### src/hdl/fet_pkg.sv
package fet_pkg;

    localparam int INDEX_W     = 11;
    localparam int COUNT_W     = INDEX_W + 1;
    localparam int ENTRY_COUNT = 1 << INDEX_W;
    localparam int WORD_W      = 32;
    localparam int KIND_W      = 4;
    localparam int NAME_CHARS  = 8;
    localparam int HALF_CHARS  = 4;
    localparam int CHAR_STEP   = 6;

    localparam logic [1:0] OP_WRITE     = 2'd0;
    localparam logic [1:0] OP_FIND_KIND = 2'd1;
    localparam logic [1:0] OP_FIND_NAME = 2'd2;

    // Commands from the controller to the datapath
    typedef struct packed {
        logic clear;   // mark the entry at the clear counter unwritten, advance
        logic load;    // capture a new transaction
        logic issue;   // read the table at the current address, advance
        logic finish;  // post the result
        logic hit;     // result carries a match
    } fet_cmd_t;

    // Status from the datapath to the controller
    typedef struct packed {
        logic clear_last; // clear counter is at the final entry
        logic hit;        // entry read last cycle matches
        logic last;       // current address is the final one to read
    } fet_status_t;

endpackage

### src/hdl/fet_ctrl.sv
module fet_ctrl
    import fet_pkg::*;
(
    input  logic        clk,
    input  logic        rst_n,
    input  logic        start,
    input  logic [1:0]  opcode,
    input  fet_status_t status,
    output fet_cmd_t    cmd,
    output logic        busy
);

    typedef enum logic [3:0] {
        S_CLEAR = 4'b0001,
        S_IDLE  = 4'b0010,
        S_SCAN  = 4'b0100,
        S_DRAIN = 4'b1000
    } state_t;

    state_t state_reg;
    state_t state_next;

    always_ff @(posedge clk or negedge rst_n)
    begin
        if (!rst_n)
        begin
            state_reg <= S_CLEAR;
        end
        else
        begin
            state_reg <= state_next;
        end
    end

    always_comb
    begin
        state_next = state_reg;
        cmd        = '0;
        unique case (state_reg)
            S_CLEAR:
            begin
                // sweep the table once after reset, one entry per cycle
                cmd.clear = 1'b1;
                if (status.clear_last)
                begin
                    state_next = S_IDLE;
                end
            end
            S_IDLE:
            begin
                if (start)
                begin
                    cmd.load = 1'b1;
                    if (opcode == OP_FIND_KIND || opcode == OP_FIND_NAME)
                    begin
                        state_next = S_SCAN;
                    end
                    else
                    begin
                        // write or unused opcode: answer at once, no match
                        cmd.finish = 1'b1;
                    end
                end
            end
            S_SCAN:
            begin
                if (status.hit)
                begin
                    cmd.finish = 1'b1;
                    cmd.hit    = 1'b1;
                    state_next = S_IDLE;
                end
                else
                begin
                    cmd.issue = 1'b1;
                    if (status.last)
                    begin
                        state_next = S_DRAIN;
                    end
                end
            end
            S_DRAIN:
            begin
                cmd.finish = 1'b1;
                cmd.hit    = status.hit;
                state_next = S_IDLE;
            end
            default:
            begin
                state_next = S_IDLE;
            end
        endcase
    end

    assign busy = (state_reg != S_IDLE);

endmodule

### config.mk
export PLATFORM = sky130hd
export DESIGN_NAME = fet_ctrl
export DESIGN_NICKNAME = d
export VERILOG_FILES = /design/src/hdl/fet_pkg.sv /design/src/hdl/fet_ctrl.sv
export SDC_FILE = /design/constraint.sdc
export NUM_CORES = 1
export LEC_CHECK = 0
export BUFFER_PORTS_ARGS = -buffer_cell sky130_fd_sc_hd__buf_2
export CELL_PAD_IN_SITES_DETAIL_PLACEMENT = 0
export CELL_PAD_IN_SITES_GLOBAL_PLACEMENT = 2
export CORE_UTILIZATION = 18
export CTS_CLUSTER_DIAMETER = 30
export DETAILED_ROUTE_END_ITERATION = 7
export PLACE_DENSITY_LB_ADDON = 0.1
export SLEW_MARGIN = 20
export SYNTH_ARGS = -nofsm -noshare
export SYNTH_HDL_FRONTEND = slang
export SYNTH_SLANG_ARGS = --single-unit
### constraint.sdc
create_clock -name clk -period 1.5 [get_ports clk]
set_clock_uncertainty 0.2 [all_clocks]
set_input_delay 0.3 -clock clk [delete_from_list [all_inputs] [get_ports clk]]
set_output_delay 0.3 -clock clk [all_outputs]
set_load 0.1 [all_outputs]
==> results.ini <==
[grt]
final_global_route_overflow_total=0
met3_usage_pct=5.78
grt.met1_usage_pct=11.9
grt_start_max_net_pins=6
number_of_antenna_violations_at_the_first_check_in_global_routing=0
grt_busiest_layer=met2
grt.total_usage_pct=12.3
met2_usage_pct=22.1
grt_first_pass_wirelength_um=1210
grt_pass1_vias=306

[sta]
final_hold_vios=0
max-slew-margin-rel_pct=78.1
layout_min_cycle_time_ps=2050
fmax_mhz=488
setup_ws_ps=-550
finalSetupViolCount=7
layout_worst_path_cycle_share_pct=137
tns_ps=-2860
final_max_slew_viol_count=0
worst_slew_pin_slew_ps=328
grt_setup_unrepaired=true

[place]
numPlacedInstances=63
io_buffer_count=13
dpl-instance-area_sq_um=542
place_congestion=0.735

[setup_path]
required_time_of_the_critical_path_ps=1000
timing.rr.start=state_reg[3]
worst_setup_path_endpoint=cmd[2]
critPathLaunch=state_reg[3]
critical_path.reg2reg.endpoint=state_reg[3]
timing.critical_path.from_type=register
ff2ff_setup_slack_ps=-20
ff2ff_path_depth=4
critPathKind=reg -> out
maximum_net_fanout_on_the_critical_path=5
timing.critical_path.to_type=output port
worst-endpoint-arrival_ps=1550

[yosys]
ys_ff_latch=4
synth.yosys.seq_area_share_pct=40.9
share_of_the_synthesized_area_in_the_top_cell_type_pct=30.3
synth_fp_nets=34
synth.lib_cells_used.distinct=19
synth.cell_area_sq_um=248
async_reset_ff_share_pct=100
postSynth.topFlopCell=sky130_fd_sc_hd__dfrtp_1
post_synth_main_area_contributors=sky130_fd_sc_hd__dfrtp_1, sky130_fd_sc_hd__dfstp_2, sky130_fd_sc_hd__nor4b_1
synth_largest_area_cell=sky130_fd_sc_hd__dfrtp_1
syn_area_per_cell_sq_um=9.53
yosys_warnings=0
post_synthesis_instance_total=26
synth-edff-count=0

[final_layout]
leading_cell_types_in_the_layout_fill_and_taps_excluded=sky130_fd_sc_hd__buf_4, sky130_fd_sc_hd__buf_2, sky130_fd_sc_hd__buf_12, sky130_fd_sc_hd__buf_6
largest_register_ff_count=4
post-route-cell-area_sq_um=631
fin_cells=70
finalNetCount=64
layout.cells.most_common=sky130_fd_sc_hd__buf_4
final_layout_size_suffix_gt1_share_pct=76.4
multi_input_comb_area_sq_um=203
layout.area.seq_sq_um=105
finish.utilization_pct=49.1
syn2layout_area_growth_pct=155
num-fill-cells=134
n_antenna_cell=0

[clock_network]
clock_sink_count=4
clkSlewWorstSetupHoldPaths_ps=40
worstSkewPairLatency_ps=240
cts-root-to-sink-buffers=2
cts_max_level=1
tritoncts=yes
cts_root_buf=sky130_fd_sc_hd__clkbuf_4
cts_made_buffers=3

[run]
drv.max_cap_violation_count=0

[floorplanning]
starting_density_pct=19.3
die-height_um=39.1
floorplan.io_pins=14
die-area_sq_um=1530
rows=13
dieWidth_um=39.1
design.core.area_sq_um=1280

[worst_hold_path]
hold_start=status[2]
hp-class=in -> reg

[outcome]
outcome=finished, violations left
violations_in_the_final_reports=negative setup slack

[pwr]
leakagePower_uw=0.000261
power.total_uw=524
vdd_drop_max_uv=382
pd_cells_nw_per_um2=831

[detailed_routing]
dr.pass1.iters=1
route.detailed.wl_per_inst_um=10.8
num_vias=303
initial_drt_markers=0
drc_errors=0
drtAntennaViolNets=0
routed_via_density=4.33
route.final.wire_length_um=756

power by group:
part,internal [uW],total (uW),switching (uW)
logic,97.5,252,155
clock network,100,147,47.0
registers,116,125,8.93
cell type report:
cell class                      count  area share (%)
Timing Repair Buffer               25            39.7
Clock buffer                        4            4.17
Inverter                            3            4.37
Tap cell                           15            2.98
Sequential cell                     4            16.7
Multi-Input combinational cell     19            32.1
worst min-delay path by stage:
stage | slack, ps | cells after the start | to
2_1_floorplan | -200 | 0 | state_reg[1]
6_report | 10 | 2 | state_reg[0]
3_5_place_dp | -90 | 1 | state_reg[2]
3_3_place_gp | -90 | 1 | state_reg[2]
5_1_grt | 8 | 2 | state_reg[0]
4_1_cts | 4 | 2 | state_reg[0]
critical path, cell delays in order, from the launching register on:
cell and delay, ps:
sky130_fd_sc_hd__dfrtp_2 400, sky130_fd_sc_hd__buf_6 130, sky130_fd_sc_hd__or4_4 540, sky130_fd_sc_hd__inv_12 80, sky130_fd_sc_hd__buf_12 160
cells by family (layout without fill, tap and decap cells):
group	Yosys count	count (layout)	share of synthesized area [%]
AOI/OAI and AO/OA	4	4	11.1
xor gates and xnor gates	2	2	7.07
and+or+nand+nor	12	12	31.8
muxes	1	1	4.55
buffers and inverters	3	32	4.55
DFF	4	4	40.9
synth_stat cells, types with 2 or more instances:
library cell	number
sky130_fd_sc_hd__nor4b_1	3
sky130_fd_sc_hd__nand2b_1	2
sky130_fd_sc_hd__nand2_1	2
sky130_fd_sc_hd__inv_1	2
sky130_fd_sc_hd__dfrtp_1	3
per-layer routing:
| layer | vias up | share of wire, % |
|---|---|---|
| met5 | - | 0 |
| met4 | 0 | 0 |
| met3 | 0 | 5.3 |
| met2 | 11 | 57 |
| met1 | 142 | 37 |
| li1 | 150 | - |
stage by stage:
stage / setup WS, ps / hold slack (ps)
finish: -550 / 11.1
global route: -612 / 7.82
CTS: -562 / 3.53
detailed placement: -402 / -90.9
global placement: -332 / -94.1
floorplan: -671 / -196
timing repair:
item	4_1_cts	5_1_grt
resized for setup	7	4
cloned	0	0
pin swaps	1	1
hold buffers	1	0
buffers inserted	2	1
endpoints found under the setup margin	9	10
endpoints found under the hold margin	4	0
Note: power is estimated with default switching activity, not from simulation.
